$ cat src/rtl/core/edge_non_max_suppression_defines.svh
// edge_non_max_suppression_defines.svh: assertion macros shared by the rtl
// no dependencies; included by the modules that carry assertions
`ifndef EDGE_NON_MAX_SUPPRESSION_DEFINES_SVH
`define EDGE_NON_MAX_SUPPRESSION_DEFINES_SVH

// same-cycle implication check, disabled while reset is asserted
`define ENMS_ASSERT_IMPL(name, clk_s, rst_s, ante, cons) \
    name: assert property (@(posedge clk_s) disable iff (!rst_s) (ante) |-> (cons)) \
        else $error("same-cycle check failed");

// next-cycle implication check, disabled while reset is asserted
`define ENMS_ASSERT_NEXT(name, clk_s, rst_s, ante, cons) \
    name: assert property (@(posedge clk_s) disable iff (!rst_s) (ante) |=> (cons)) \
        else $error("next-cycle check failed");

`endif

$ cat src/rtl/core/enms_pkg.sv
// enms_pkg: constants, types and the angle quantizer for edge non-max suppression
// no dependencies; used by enms_if, enms_ctrl, enms_core and the top level
`default_nettype none

package enms_pkg;

    localparam int MAX_WIDTH_DEF = 1024;
    localparam int MAG_BITS_DEF  = 16;
    localparam int MAX_HEIGHT    = 1024;
    localparam int MIN_DIM       = 3;
    localparam int CFG_BITS      = 11;
    localparam int BORDER_BITS   = 4;
    localparam int ROW_BITS      = 10;
    localparam int CFG_IDX_BITS  = 2;
    localparam int ANG_BITS      = 13;

    // register indexes on the configuration port
    localparam logic [CFG_IDX_BITS-1:0] REG_FRAME_WIDTH  = 2'd0;
    localparam logic [CFG_IDX_BITS-1:0] REG_FRAME_HEIGHT = 2'd1;
    localparam logic [CFG_IDX_BITS-1:0] REG_BORDER_WIDTH = 2'd2;

    // angle bin limits in sixteenths of a degree
    localparam logic signed [ANG_BITS:0] ANG_HALF_TURN = 14'sd2880;
    localparam logic signed [ANG_BITS:0] ANG_B1        = 14'sd360;
    localparam logic signed [ANG_BITS:0] ANG_B2        = 14'sd1080;
    localparam logic signed [ANG_BITS:0] ANG_B3        = 14'sd1800;
    localparam logic signed [ANG_BITS:0] ANG_B4        = 14'sd2520;

    typedef enum logic [1:0] {
        SEC_HORIZ = 2'd0,
        SEC_DIAG  = 2'd1,
        SEC_VERT  = 2'd2,
        SEC_ANTI  = 2'd3
    } enms_sector_t;

    // per-pixel control decided when the transaction is taken
    typedef struct packed {
        logic started;
        logic border;
        logic last;
    } enms_flags_t;

    // fold the angle into [0,180) degrees and bin it into four directions
    function automatic enms_sector_t quantize_angle(input logic signed [ANG_BITS-1:0] angle);
        logic signed [ANG_BITS:0] a;
        enms_sector_t             sec;
        a = {angle[ANG_BITS-1], angle};
        if (a < 0)
        begin
            a = a + ANG_HALF_TURN;
        end
        if (a < 0)
        begin
            a = a + ANG_HALF_TURN;
        end
        if (a >= ANG_HALF_TURN)
        begin
            a = a - ANG_HALF_TURN;
        end
        if (a < ANG_B1)
        begin
            sec = SEC_HORIZ;
        end
        else if (a < ANG_B2)
        begin
            sec = SEC_DIAG;
        end
        else if (a < ANG_B3)
        begin
            sec = SEC_VERT;
        end
        else if (a < ANG_B4)
        begin
            sec = SEC_ANTI;
        end
        else
        begin
            sec = SEC_HORIZ;
        end
        return sec;
    endfunction

endpackage

`default_nettype wire

$ cat src/rtl/core/enms_div.sv
// enms_div: restoring divider, one quotient bit per cycle
// no dependencies; used by enms_ctrl to rebuild output coordinates
`default_nettype none

module enms_div #(
    parameter int NB = 22,
    parameter int DB = 11
) (
    input  wire logic          clk,
    input  wire logic          rst_n,
    input  wire logic          start,
    input  wire logic [NB-1:0] dividend,
    input  wire logic [DB-1:0] divisor,
    output logic      [NB-1:0] quotient,
    output logic      [DB-1:0] remainder,
    output logic               busy,
    output logic               done
);

    localparam int CB = $clog2(NB + 1);

    logic [DB-1:0] rem_reg;
    logic [NB-1:0] quo_reg;
    logic [DB-1:0] dsr_reg;
    logic [CB-1:0] count_reg;
    logic          done_reg;
    logic [DB:0]   shifted;
    logic          fits;

    // trial subtract of the divisor from the shifted remainder
    assign shifted = {rem_reg, quo_reg[NB-1]};
    assign fits    = shifted >= {1'b0, dsr_reg};

    // iteration counter and completion pulse
    always_ff @(posedge clk or negedge rst_n)
    begin
        if (!rst_n)
        begin
            count_reg <= '0;
            done_reg  <= 1'b0;
        end
        else if (start)
        begin
            count_reg <= CB'(NB);
            done_reg  <= 1'b0;
        end
        else
        begin
            done_reg <= count_reg == CB'(1);
            if (count_reg != '0)
            begin
                count_reg <= count_reg - CB'(1);
            end
        end
    end

    // remainder and quotient shift registers
    always_ff @(posedge clk)
    begin
        if (start)
        begin
            rem_reg <= '0;
            quo_reg <= dividend;
            dsr_reg <= divisor;
        end
        else if (count_reg != '0)
        begin
            rem_reg <= fits ? DB'(shifted - {1'b0, dsr_reg}) : shifted[DB-1:0];
            quo_reg <= {quo_reg[NB-2:0], fits};
        end
    end

    assign quotient  = quo_reg;
    assign remainder = rem_reg;
    assign busy      = (count_reg != '0) || done_reg;
    assign done      = done_reg;

endmodule

`default_nettype wire

$ cat src/rtl/core/enms_ctrl.sv
// enms_ctrl: configuration registers, raster counters and per-pixel control
// depends on enms_pkg, enms_div and edge_non_max_suppression_defines.svh
`default_nettype none
`include "edge_non_max_suppression_defines.svh"

module enms_ctrl #(
    parameter int MAX_WIDTH = enms_pkg::MAX_WIDTH_DEF
) (
    input  wire logic                               clk,
    input  wire logic                               rst_n,
    input  wire logic                               cfg_we,
    input  wire logic [enms_pkg::CFG_IDX_BITS-1:0]  cfg_index,
    input  wire logic [enms_pkg::CFG_BITS-1:0]      cfg_data,
    input  wire logic                               in_valid,
    input  wire logic                               in_command,
    input  wire logic                               s2_free,
    output logic                                    in_ready,
    output logic                                    issue,
    output logic                                    drain,
    output logic [$clog2(MAX_WIDTH)-1:0]            addr,
    output enms_pkg::enms_flags_t                   flags
);
    import enms_pkg::*;

    localparam int CW = $clog2(MAX_WIDTH);
    localparam int WB = $clog2(MAX_WIDTH + 1);
    localparam int TB = WB + CFG_BITS;
    localparam int XB = ((WB > BORDER_BITS) ? WB : BORDER_BITS) + 1;
    localparam int YB = TB + 1;

    logic [CFG_BITS-1:0]    frame_width_reg;
    logic [CFG_BITS-1:0]    frame_height_reg;
    logic [BORDER_BITS-1:0] border_width_reg;
    logic [TB-1:0]          total_reg;
    logic                   cfg_pend_reg;
    logic [CW-1:0]          column_reg, column_next;
    logic [ROW_BITS-1:0]    row_reg, row_next;
    logic [TB-1:0]          emit_reg, emit_next;
    logic [WB-1:0]          ox_reg, ox_next;
    logic [TB-1:0]          oy_reg, oy_next;

    logic [WB-1:0]          w_eff;
    logic [CFG_BITS-1:0]    h_eff;
    logic [BORDER_BITS-1:0] bw_eff;
    logic [CW-1:0]          col;
    logic                   accept;
    logic                   busy;
    logic                   div_busy;
    logic                   div_done;
    logic [TB-1:0]          div_quo;
    logic [WB-1:0]          div_rem;

    // clamp the configured geometry to the supported range
    always_comb
    begin
        if (32'(frame_width_reg) > MAX_WIDTH)
        begin
            w_eff = WB'(MAX_WIDTH);
        end
        else if (frame_width_reg < CFG_BITS'(MIN_DIM))
        begin
            w_eff = WB'(MIN_DIM);
        end
        else
        begin
            w_eff = WB'(frame_width_reg);
        end
        if (frame_height_reg > CFG_BITS'(MAX_HEIGHT))
        begin
            h_eff = CFG_BITS'(MAX_HEIGHT);
        end
        else if (frame_height_reg < CFG_BITS'(MIN_DIM))
        begin
            h_eff = CFG_BITS'(MIN_DIM);
        end
        else
        begin
            h_eff = frame_height_reg;
        end
        bw_eff = (border_width_reg == '0) ? BORDER_BITS'(1) : border_width_reg;
    end

    // rebuild the output column and row after a geometry change
    enms_div #(
        .NB (TB),
        .DB (WB)
    ) u_div (
        .clk       (clk),
        .rst_n     (rst_n),
        .start     (cfg_pend_reg),
        .dividend  (emit_reg),
        .divisor   (w_eff),
        .quotient  (div_quo),
        .remainder (div_rem),
        .busy      (div_busy),
        .done      (div_done)
    );

    // handshake and the decisions taken with each transaction
    assign busy     = cfg_pend_reg || div_busy;
    assign drain    = emit_reg >= (total_reg - TB'(w_eff) - TB'(1));
    assign in_ready = !busy && !cfg_we && s2_free;
    assign accept   = in_valid && in_ready;
    assign issue    = accept && (drain || !in_command);
    assign col      = (WB'(column_reg) >= w_eff) ? CW'(w_eff - WB'(1)) : column_reg;
    assign addr     = col;

    always_comb
    begin
        flags.started = drain || (row_reg >= ROW_BITS'(2))
                        || ((row_reg == ROW_BITS'(1)) && (col != '0));
        flags.border  = (XB'(ox_reg) < XB'(bw_eff))
                        || ((XB'(ox_reg) + XB'(bw_eff)) >= XB'(w_eff))
                        || (YB'(oy_reg) < YB'(bw_eff))
                        || ((YB'(oy_reg) + YB'(bw_eff)) >= YB'(h_eff));
        flags.last    = emit_reg >= (total_reg - TB'(1));
    end

    // raster and output counters
    always_comb
    begin
        column_next = column_reg;
        row_next    = row_reg;
        emit_next   = emit_reg;
        ox_next     = ox_reg;
        oy_next     = oy_reg;
        if (div_done)
        begin
            ox_next = div_rem;
            oy_next = div_quo;
        end
        if (issue)
        begin
            if ((WB'(col) + WB'(1)) >= w_eff)
            begin
                column_next = '0;
                if (row_reg < ROW_BITS'(MAX_HEIGHT - 1))
                begin
                    row_next = row_reg + ROW_BITS'(1);
                end
            end
            else
            begin
                column_next = col + CW'(1);
            end
            if (flags.started)
            begin
                if (flags.last)
                begin
                    column_next = '0;
                    row_next    = '0;
                    emit_next   = '0;
                    ox_next     = '0;
                    oy_next     = '0;
                end
                else
                begin
                    emit_next = emit_reg + TB'(1);
                    if ((ox_reg + WB'(1)) >= w_eff)
                    begin
                        ox_next = '0;
                        oy_next = oy_reg + TB'(1);
                    end
                    else
                    begin
                        ox_next = ox_reg + WB'(1);
                    end
                end
            end
        end
    end

    // configuration registers and counter state
    always_ff @(posedge clk or negedge rst_n)
    begin
        if (!rst_n)
        begin
            frame_width_reg  <= CFG_BITS'(640);
            frame_height_reg <= CFG_BITS'(480);
            border_width_reg <= BORDER_BITS'(1);
            total_reg        <= TB'(640 * 480);
            cfg_pend_reg     <= 1'b0;
            column_reg       <= '0;
            row_reg          <= '0;
            emit_reg         <= '0;
            ox_reg           <= '0;
            oy_reg           <= '0;
        end
        else
        begin
            if (cfg_we)
            begin
                unique case (cfg_index)
                    REG_FRAME_WIDTH:  frame_width_reg  <= cfg_data;
                    REG_FRAME_HEIGHT: frame_height_reg <= cfg_data;
                    REG_BORDER_WIDTH: border_width_reg <= cfg_data[BORDER_BITS-1:0];
                    default:          ;
                endcase
            end
            cfg_pend_reg <= cfg_we;
            total_reg    <= TB'(w_eff) * TB'(h_eff);
            column_reg   <= column_next;
            row_reg      <= row_next;
            emit_reg     <= emit_next;
            ox_reg       <= ox_next;
            oy_reg       <= oy_next;
        end
    end

    `ENMS_ASSERT_IMPL(a_busy_holds_input, clk, rst_n, busy, !in_ready)
    `ENMS_ASSERT_NEXT(a_frame_wraps, clk, rst_n, issue && flags.started && flags.last, (emit_reg == '0) && (row_reg == '0) && (column_reg == '0))
    `ENMS_ASSERT_IMPL(a_ox_in_row, clk, rst_n, !busy, ox_reg < w_eff)

endmodule

`default_nettype wire

$ cat config.mk
export PLATFORM = sky130hd
export DESIGN_NAME = enms_ctrl
export DESIGN_NICKNAME = d
export VERILOG_FILES = /design/src/rtl/core/enms_pkg.sv /design/src/rtl/core/enms_div.sv /design/src/rtl/core/enms_ctrl.sv
export VERILOG_INCLUDE_DIRS = /design/src /design/src/rtl/core
export SDC_FILE = /design/constraint.sdc
export NUM_CORES = 1
export LEC_CHECK = 0
export BUFFER_PORTS_ARGS = -buffer_cell sky130_fd_sc_hd__buf_2
export CAP_MARGIN = 20
export CORE_UTILIZATION = 35
export CTS_CLUSTER_SIZE = 12
export DETAILED_ROUTE_END_ITERATION = 8
export GPL_TIMING_DRIVEN = 0
export PLACE_DENSITY = 0.61
export SKIP_LAST_GASP = 1
export SLEW_MARGIN = 10
export SYNTH_ARGS = -nofsm -noshare
export SYNTH_HDL_FRONTEND = slang
export SYNTH_SLANG_ARGS = --single-unit
$ cat constraint.sdc
create_clock -name clk -period 8.6 [get_ports clk]
set_input_delay 1.29 -clock clk [delete_from_list [all_inputs] [get_ports clk]]
set_output_delay 1.29 -clock clk [all_outputs]
set_load 0.02 [all_outputs]
==> results of run 1 <==
==> synthesized netlist by cell type, types with 9 or more instances <==
cell type	number
ha_1	208
clkinv_1	9
dfrtp_1	119
nand2b_1	19
o21a_1	18
xnor2_1	75
edfxtp_1	33
nor2_1	186
o21bai_1	9
a21oi_1	77
a31oi_1	13
a22o_1	10
o211ai_1	9
nor3_1	66
nand3b_1	11
o31ai_1	13
mux2i_1	16
and3_1	23
nor2b_1	25
inv_1	174
mux2_2	59
nand3_1	57
xor2_1	56
fa_1	84
a21o_1	16
nor4_1	30
dfstp_2	11
and2_1	10
o21ai_0	44
a211oi_1	18
dfxtp_1	11
or3_1	12
clkbuf_1	55
nand2_1	157
nand4_1	31
==> cell families (layout without fill, tap and decap cells) <==
logic type,Yosys count,after routing,synth area share
multiplexers,75,75,0.0486
adder cells (fa/ha/maj),292,292,0.253
XOR/XNOR,131,131,0.0676
buffers and inverters,256,326,0.0577
other,0,1,0
AO/OA/AOI/OAI,305,305,0.122
flip-flops,174,174,0.264
AND/OR/NAND/NOR,658,658,0.188
==> layer usage <==
metal / GRT usage / vias to the layer above / wire [um]
li1: - / 6721 / -
met1: 0.263 / 6896 / 21500
met2: 0.349 / 412 / 24100
met3: 0.0327 / 53 / 2620
met4: 0.0661 / 0 / 1020
met5: 0 / - / 0
==> repair_timing <==
action / in CTS / in global routing
endpoints found under the hold margin: 0 / 0
hold buffers: 0 / 0
endpoints found under the setup margin: 2 / 2
buffers inserted: 0 / 3
pin swaps: 0 / 1
gates resized for setup: 1 / 3
cloned: 0 / 0
==> worst max path at each step <==
stage / cells after the start / slack (ns) / from / endpoint
global placement: 23 / 0.28 / frame_width_reg[5]$_DFFE_PN0P_ / issue
detailed placement: 25 / 0.31 / frame_width_reg[5]$_DFFE_PN0P_ / issue
floorplan: 25 / 1.99 / frame_width_reg[3]$_DFFE_PN0P_ / flags[2]
CTS: 25 / 0.14 / frame_width_reg[5]$_DFFE_PN0P_ / issue
global route: 26 / 0.02 / frame_width_reg[6]$_DFFE_PN0P_ / flags[2]
finish: 25 / 0.52 / frame_width_reg[5]$_DFFE_PN0P_ / flags[2]
==> power by group <==
| group | switching (mW) | internal [mW] |
|---|---|---|
| logic | 1.43 | 0.927 |
| clock network | 0.393 | 0.419 |
| registers | 0.116 | 0.965 |
==> worst reg2reg max path: cells and delay by family (launching register included) <==
kind | cells | cell delay [ns]
buffers and inverters | 4 | 1.45
DFF | 1 | 0.46
and+or+nand+nor | 13 | 2.38
adders and majority gates | 3 | 1.06
AOI/OAI and AO/OA | 8 | 2.26
==> layout make-up <==
class | instances | area (sq um)
antenna | 1 | 2.50
buffer | 69 | 278
clock buffer | 17 | 425
clock inverter | 15 | 193
fill | 4770 | 29200
inverter | 186 | 699
multi-input combinational | 1461 | 11500
sequential | 174 | 4480
tap | 615 | 769
timing repair buffer | 39 | 241
==> stage by stage <==
stage | cells | hold WS, ns | setup slack, ns | total power, mW | instance area [sq um]
final | 2577 | 0.489 | 0.516 | 4.25 | 18600
after global routing | 2576 | 0.515 | 0.0249 | 4.62 | 18600
after CTS | 2573 | 0.490 | 0.140 | 4.28 | 18600
after detailed placement | 2541 | 0.475 | 0.309 | 3.45 | 17900
after global placement | 2540 | 0.470 | 0.283 | 3.39 | 17900
after floorplan | 1891 | 0.442 | 1.99 | 2.76 | 17000
==> out/metrics.csv, run 1 <==
metric,value,unit
status,"complete, no violations",
share of layout cells above drive strength 1,0.0908,
FF-to-FF Start,frame_width_reg[5]$_DFFE_PN0P_,
"slowest stage delay, CP",0.46,ns
utilization after layout,0.389,
max cap viols,0,
total die area,0.0493,sq mm
"Warnings, synthesis",0,
Max H-tree Level,4,
"Seq/Total Area, Yosys",0.264,
most frequent CP cell,a21o_1,
end of the worst register-to-register path,column_reg[7]$_DFFE_PN0P_,
final clock skew,0.0176,ns
"Hold Vio Cnt, Final",0,
Placer Congestion,0.917,
"most common cell after layout, fill and taps aside",ha_1,
number of synthesized flops with an enable pin,33,
Pleak,8.45,nW
CTS root buf,clkbuf_16,
"Data required, critical path",7.31,ns
register bit total from synthesis,174,
Max Slew Vio Count,0,
IO Port Bufs,34,
"Cell Area, Synth",0.0170,sq mm
period utilization,0.940,
CP arrival,6.79,ns
clk sinks,174,
"CP delay by family, top",compound AO/OA/AOI/OAI gates,
Worst Tran Pin Value,1.12,ns
mean post-synth cell area,8.97,sq um
"Buf+Inv Stages, Crit Path",4,
routed len/inst,19.1,um
clock-pin slew on the worst setup and hold paths,0.07,ns
hold path start,u_div.count_reg[4]$_DFFE_PN0P_,
Rows,80,
final wirelength,49.3,mm
largest fanout on the critical path,14,
via/cell ratio,5.46,
Worst-Skew Late Latency,0.47,ns
Power per Cell Area,229,mW/mm^2
# setup viols final,0,
"area leader, netlist",dfrtp_1,
Crit-path slowest cell,dfrtp_1,
minimum clock period,8.08,ns
total gr overflow,0,
peak supply drop,0.113,mV
Peak Freq,0.124,GHz
first-pass GRT wire length,78.9,mm
Slew headroom,0.251,
DR vias,14100,
height of the chip,222,um
number of global-route vias before repair,14100,
post-route setup TNS,0,ns
syn nets,2202,
Bufs on Longest Clock Path,2,
"Top FF cell, synth",dfrtp_1,
CP endpoint kind,primary output,
cts bufs inserted,17,
initial antenna violation count,0,
fin nets,2259,
async set-reset flop share out of synthesis,0.747,
top-area cell type share of the netlist area,0.176,
Min-Delay Path Depth,1,
Hold Crit Class,register to register,
RSZ-0062 raised after global routing,false,
largest net degree at the start of global routing,73,
initial core utilization,0.355,
Crit Path Class,register to primary output,
Cell variety after synth,79,
reg-to-reg setup timing slack,0.92,ns
Die X,222,um
core area,0.0477,sq mm
Residual DRC,0,
Layout area overhead,9.63,%
R2R cell count,28,
post-route antenna net violation count,0,
DR pass1 iterations,5,
CTS tree,yes,
most frequent cells in the layout,"ha_1 (208), nor2_1 (185), inv_1 (174)",
DRT iter0 DRCs,913,
Cells after Synth,1891,
GRT Util Overall,0.205,
synth top area cells,"dfrtp_1 (18%), ha_1 (15%), fa_1 (9.9%)",
Worst Hold End,u_div.count_reg[4]$_DFFE_PN0P_,
I/O pins,35,
Final HPWL DP,38.9,mm
CP Launch Type,register,
(Power assumes the default switching activity.)
==> run 2, diff against run 1 <==
ABC_AREA = 1   (was not set)
BUFFER_PORTS_ARGS = -buffer_cell sky130_fd_sc_hd__clkbuf_2   (was -buffer_cell sky130_fd_sc_hd__buf_2)
==> out/metrics.csv, run 2 <==
metric,value,unit
status,"complete, no violations",
post-CTS repair timing setup buffer count,0,
"Warnings, synthesis",0,
initial antenna violation count,0,
DRT iter0 DRCs,1587,
number of gates resized after CTS,0,
Die X,231,um
RSZ-0062 raised after global routing,false,
"Cell Area, Synth",0.0184,sq mm
Final HPWL DP,43.3,mm
clk sinks,174,
minimum clock period,7.97,ns
mean post-synth cell area,7.34,sq um
fin nets,2870,
FF-to-FF Start,frame_height_reg[10]$_DFFE_PN0P_,
"Top FF cell, synth",dfrtp_1,
Worst Slack Setup Final,0.628,ns
largest net degree at the start of global routing,73,
period utilization,0.927,
crit path to,flags[2],
syn nets,2816,
hold path start,frame_height_reg[9]$_DFFE_PN0P_,
"Data required, critical path",7.31,ns
core area,0.0516,sq mm
number of synthesized flops with an enable pin,33,
Bufs on Longest Clock Path,2,
Peak Freq,0.125,GHz
crit path from,frame_width_reg[10]$_DFFE_PN0P_,
first-pass GRT wire length,88.3,mm
largest fanout on the critical path,10,
synth top area cells,"dfrtp_1 (16%), ha_1 (14%), nand2_1 (14%)",
routed len/inst,16.9,um
top-area cell type share of the netlist area,0.162,
Max H-tree Level,4,
clock-pin slew on the worst setup and hold paths,0.08,ns
GRT Util Overall,0.211,
Rows,83,
# setup viols final,0,
Placer Congestion,0.906,
post-route setup TNS,0,ns
end of the worst register-to-register path,total_reg[18]$_DFF_PN1_,
final clock skew,0.0161,ns
async set-reset flop share out of synthesis,0.747,
Cell variety after synth,62,
DR pass1 iterations,6,
final wirelength,55.0,mm
"Seq/Total Area, Yosys",0.244,
"top cells by count, synth","nand2_1 (663), inv_1 (339), nor2_1 (221)",
"Hold Vio Cnt, Final",0,
Hold Crit Class,register to register,
CP Launch Type,register,
number of global-route vias before repair,16500,
Slew headroom,0.377,
Max Slew Vio Count,0,
cts bufs inserted,17,
Residual DRC,0,
CP arrival,6.68,ns
R2R cell count,26,
"area leader, netlist",dfrtp_1,
"count leader, synth",nand2_1,
Crit Path Class,register to primary output,
total die area,0.0534,sq mm
Power per Cell Area,204,mW/mm^2
Cells after Synth,2505,
Worst Tran Pin Value,0.934,ns
DP Worst Slack,1.16,ns
CP endpoint kind,primary output,
Worst-Skew Late Latency,0.47,ns
post-route antenna net violation count,0,
CTS Hold Bufs,0,
Pleak,9.95,nW
max cap viols,0,
most frequent cells in the layout,"nand2_1 (663), inv_1 (339), nor2_1 (221)",
register bit total from synthesis,174,
I/O pins,35,
IO Port Bufs,34,
total gr overflow,0,
Layout area overhead,8.93,%
peak supply drop,0.157,mV
share of layout cells above drive strength 1,0.0599,
DR vias,17000,
CTS root buf,clkbuf_16,
CTS tree,yes,
Diodes inserted,0,
"most common cell after layout, fill and taps aside",nand2_1,
height of the chip,231,um
reg-to-reg setup timing slack,1.29,ns
via/cell ratio,5.22,
initial core utilization,0.356,
## run 2: report_power, final
group,leakage [nW],switching (mW),internal [mW]
clock network,0.279,0.383,0.423
registers,2.13,0.127,0.954
logic,7.55,1.42,0.765
total,9.95,1.93,2.14
## run 2: worst min-delay path by stage
stage,cells past startpoint,slack (ns),end
after floorplan,2,0.45,column_reg[0]$_DFFE_PN0P_
after global placement,2,0.47,column_reg[0]$_DFFE_PN0P_
after detailed placement,2,0.48,column_reg[0]$_DFFE_PN0P_
after CTS,2,0.49,frame_height_reg[9]$_DFFE_PN0P_
after global routing,2,0.52,frame_height_reg[9]$_DFFE_PN0P_
final,2,0.49,frame_height_reg[9]$_DFFE_PN0P_
## run 2: logic make-up (layout without fill, tap and decap cells)
logic type	after synthesis	count (layout)	share of synthesized area
XOR/XNOR	138	138	0.0658
adder cells (fa/ha/maj)	292	292	0.233
AO/OA/AOI/OAI	327	327	0.100
AND/OR/NAND/NOR	1155	1155	0.267
flip-flops	174	174	0.244
buffers and inverters	418	485	0.0902
multiplexers	1	1	0.000613
## run 2: per-stage QoR
step | utilization | area, sq um | total power, mW | hold WS, ns | cells
finish | 0.388 | 20000 | 4.08 | 0.489 | 3252
global route | 0.388 | 20000 | 4.44 | 0.524 | 3252
CTS | 0.388 | 20000 | 4.09 | 0.494 | 3252
detailed placement | 0.377 | 19400 | 3.27 | 0.476 | 3220
global placement | 0.376 | 19400 | 3.21 | 0.469 | 3219
floorplan | - | 18400 | 2.66 | 0.450 | 2505
## run 2: per-layer routing
metal  wire, um  vias up  global-route usage
met3       3150       87              0.0301
li1           -     8206                   -
met1      24900     8173               0.284
met2      25400      521               0.343
met4       1580        0              0.0749
met5          0        -                   0
## run 2: area by class of cell
class	instances	area, sq um
Inverter	353	1330
Buffer	65	328
Multi-Input combinational cell	1913	12200
Sequential cell	174	4480
Clock buffer	20	458
Fill cell	5328	31600
Clock inverter	12	126
Timing Repair Buffer	35	206
Tap cell	680	851
## run 2: worst max-delay path, stage by stage (launching register included)
cell	delay, ns
dfrtp_1	0.44
buf_2	0.23
nor2_1	0.16
clkbuf_1	0.50
inv_1	0.51
ha_1	0.48
a21oi_1	0.18
nand2_1	0.13
a21oi_1	0.27
inv_1	0.07
nor2_1	0.13
nand2_1	0.10
nor2_1	0.17
nand2_1	0.09
xor2_1	0.22
ha_1	0.29
a21oi_1	0.15
o21ai_0	0.12
a41oi_1	0.23
nand3_1	0.34
nor4_2	0.69
nand2_4	0.23
buf_2	0.27
clkbuf_2	0.18
==> run 3, diff against run 2 <==
CTS_BUF_LIST = sky130_fd_sc_hd__clkbuf_16   (was not set)
==> out/metrics.csv, run 3 (synthesized netlist as in run 2, its figures left out) <==
metric,value,unit
Seq pwr share,0.265,
Worst Hold End,frame_height_reg[9]$_DFFE_PN0P_,
Slew headroom,0.383,
first-pass GRT wire length,88.3,mm
GRT Util Overall,0.211,
met2 GRT Util,0.343,
initial core utilization,0.356,
period utilization,0.928,
final clock skew,0.0152,ns
clock-pin slew on the worst setup and hold paths,0.08,ns
most frequent cells in the layout,"nand2_1 (663), inv_1 (341), nor2_1 (221)",
Final HPWL DP,43.3,mm
Layout fillers,5328,
CP endpoint kind,primary output,
Residual DRC,0,
Crit Path Class,register to primary output,
peak supply drop,0.158,mV
Comb pwr share,0.537,
DRT iter0 DRCs,1515,
internal power,2.14,mW
Power per Cell Area,204,mW/mm^2
DR pass1 iterations,5,
CP arrival,6.69,ns
Min-Delay Path Depth,2,
"most common cell after layout, fill and taps aside",nand2_1,
Min Hold Slack,0.489,ns
largest fanout on the critical path,10,
final wirelength,55.1,mm
busiest grt layer,met2,
R2R cell count,26,
Worst Tran Pin Value,0.924,ns
Max Slew Vio Count,0,
Bufs on Longest Clock Path,2,
minimum clock period,7.98,ns
routed len/inst,16.9,um
# setup viols final,0,
I/O pins,35,
reg-to-reg setup timing slack,1.27,ns
FF-to-FF Start,frame_height_reg[10]$_DFFE_PN0P_,
post-route setup TNS,0,ns
Clk pwr share,0.198,
Peak Freq,0.125,GHz
Pleak,9.96,nW
switching power total,1.94,mW
number of gates resized after CTS,0,
total die area,0.0534,sq mm
IO Port Bufs,34,
post-CTS repair timing setup buffer count,0,
share of layout cells above drive strength 1,0.0599,
Placer Congestion,0.906,
met1 Usage GRT,0.283,
height of the chip,231,um
via/cell ratio,5.24,
CP Launch Type,register,
Crit-path slowest cell,nor4_2,
Diodes inserted,0,
status,"complete, no violations",
Layout area overhead,8.93,%
fin nets,2870,
routing usage on met3,0.0310,
hold path start,frame_height_reg[9]$_DFFE_PN0P_,
"Data required, critical path",7.31,ns
CTS root buf,clkbuf_16,
Hold Crit Class,register to register,
core area,0.0516,sq mm
utilization after layout,0.388,
Rows,83,
end of the worst register-to-register path,total_reg[18]$_DFF_PN1_,
initial antenna violation count,0,
largest net degree at the start of global routing,73,
"Hold Vio Cnt, Final",0,
number of global-route vias before repair,16500,
RSZ-0062 raised after global routing,false,
cts bufs inserted,17,
final std cells w/o fill,3252,
clk sinks,174,
Worst-Skew Late Latency,0.47,ns
placed insts,3220,
worst path cell trace,buf_2 -> nor2_1 -> clkbuf_1 -> inv_1 -> ha_1 -> a21oi_1 -> nand2_1 -> a21oi_1 -> inv_1 -> nor2_1 -> nand2_1 -> nor2_1 -> nand2_1 -> xor2_1 -> ha_1 -> a21oi_1 -> o21ai_0 -> a41oi_1 -> nand3_1 -> nor4_2 -> nand2_4 -> buf_2 -> clkbuf_2,
Max H-tree Level,4,
total gr overflow,0,
CTS Hold Bufs,0,
switching part of the total,0.475,
"slowest stage delay, CP",0.69,ns
CTS tree,yes,
Die X,231,um
DR vias,17000,
max cap viols,0,
post-route antenna net violation count,0,
==> run 3: changes by cell type in the layout (fill, tap and decap cells not counted) <==
| cell | before | now |
|---|---|---|
| inv_1 | 339 | 341 |
| clkbuf_1 | 44 | 42 |
==> run 3: power groups by stage <==
stage                     combinational, mW  clock (mW)  sequential, mW
after global placement                 2.12           0            1.09
after global routing                   2.48       0.854            1.10
after CTS                              2.19       0.823            1.08
after detailed placement               2.17           0            1.10
final                                  2.19       0.805            1.08
after floorplan                        1.61           0            1.05
==> run 3: worst max-delay path: cells and delay by family, from the launching register on <==
kind,cells,cell delay [ns]
flip-flops,1,0.44
AO/OA/AOI/OAI,5,0.96
buffers and inverters,6,1.76
adder cells (fa/ha/maj),2,0.77
XOR/XNOR,1,0.22
AND/OR/NAND/NOR,9,2.04
==> run 3: metrics by stage <==
step	power (mW)	area (sq um)	worst slack (ns)
after floorplan	2.66	18400	2.63
after global placement	3.21	19400	1.23
after detailed placement	3.27	19400	1.16
after CTS	4.09	20000	0.601
after global routing	4.43	20000	0.159
final	4.07	20000	0.622
==> run 3: worst max path at each step <==
stage,slack (ns),endpoint,from,cells past startpoint
after floorplan,2.63,flags[2],frame_width_reg[4]$_DFFE_PN0P_,27
after global placement,1.23,issue,frame_width_reg[10]$_DFFE_PN0P_,23
after detailed placement,1.16,flags[2],frame_width_reg[10]$_DFFE_PN0P_,23
after CTS,0.60,flags[2],frame_width_reg[10]$_DFFE_PN0P_,23
after global routing,0.16,issue,frame_width_reg[10]$_DFFE_PN0P_,23
final,0.62,flags[2],frame_width_reg[10]$_DFFE_PN0P_,23
==> run 3: area by class of cell <==
type | count | area [sq um] | share of cell area
Multi-Input combinational cell | 1913 | 12200 | 0.611
Sequential cell | 174 | 4480 | 0.224
Inverter | 353 | 1330 | 0.0664
Tap cell | 680 | 851 | 0.0425
Clock buffer | 18 | 450 | 0.0225
Buffer | 65 | 328 | 0.0164
Timing Repair Buffer | 35 | 206 | 0.0103
Clock inverter | 14 | 134 | 0.00669
==> run 3: routing by layer <==
metal | vias to the layer above | share of wire
li1 | 8210 | -
met1 | 8195 | 0.45
met2 | 527 | 0.46
met3 | 94 | 0.057
met4 | 0 | 0.028
met5 | - | 0
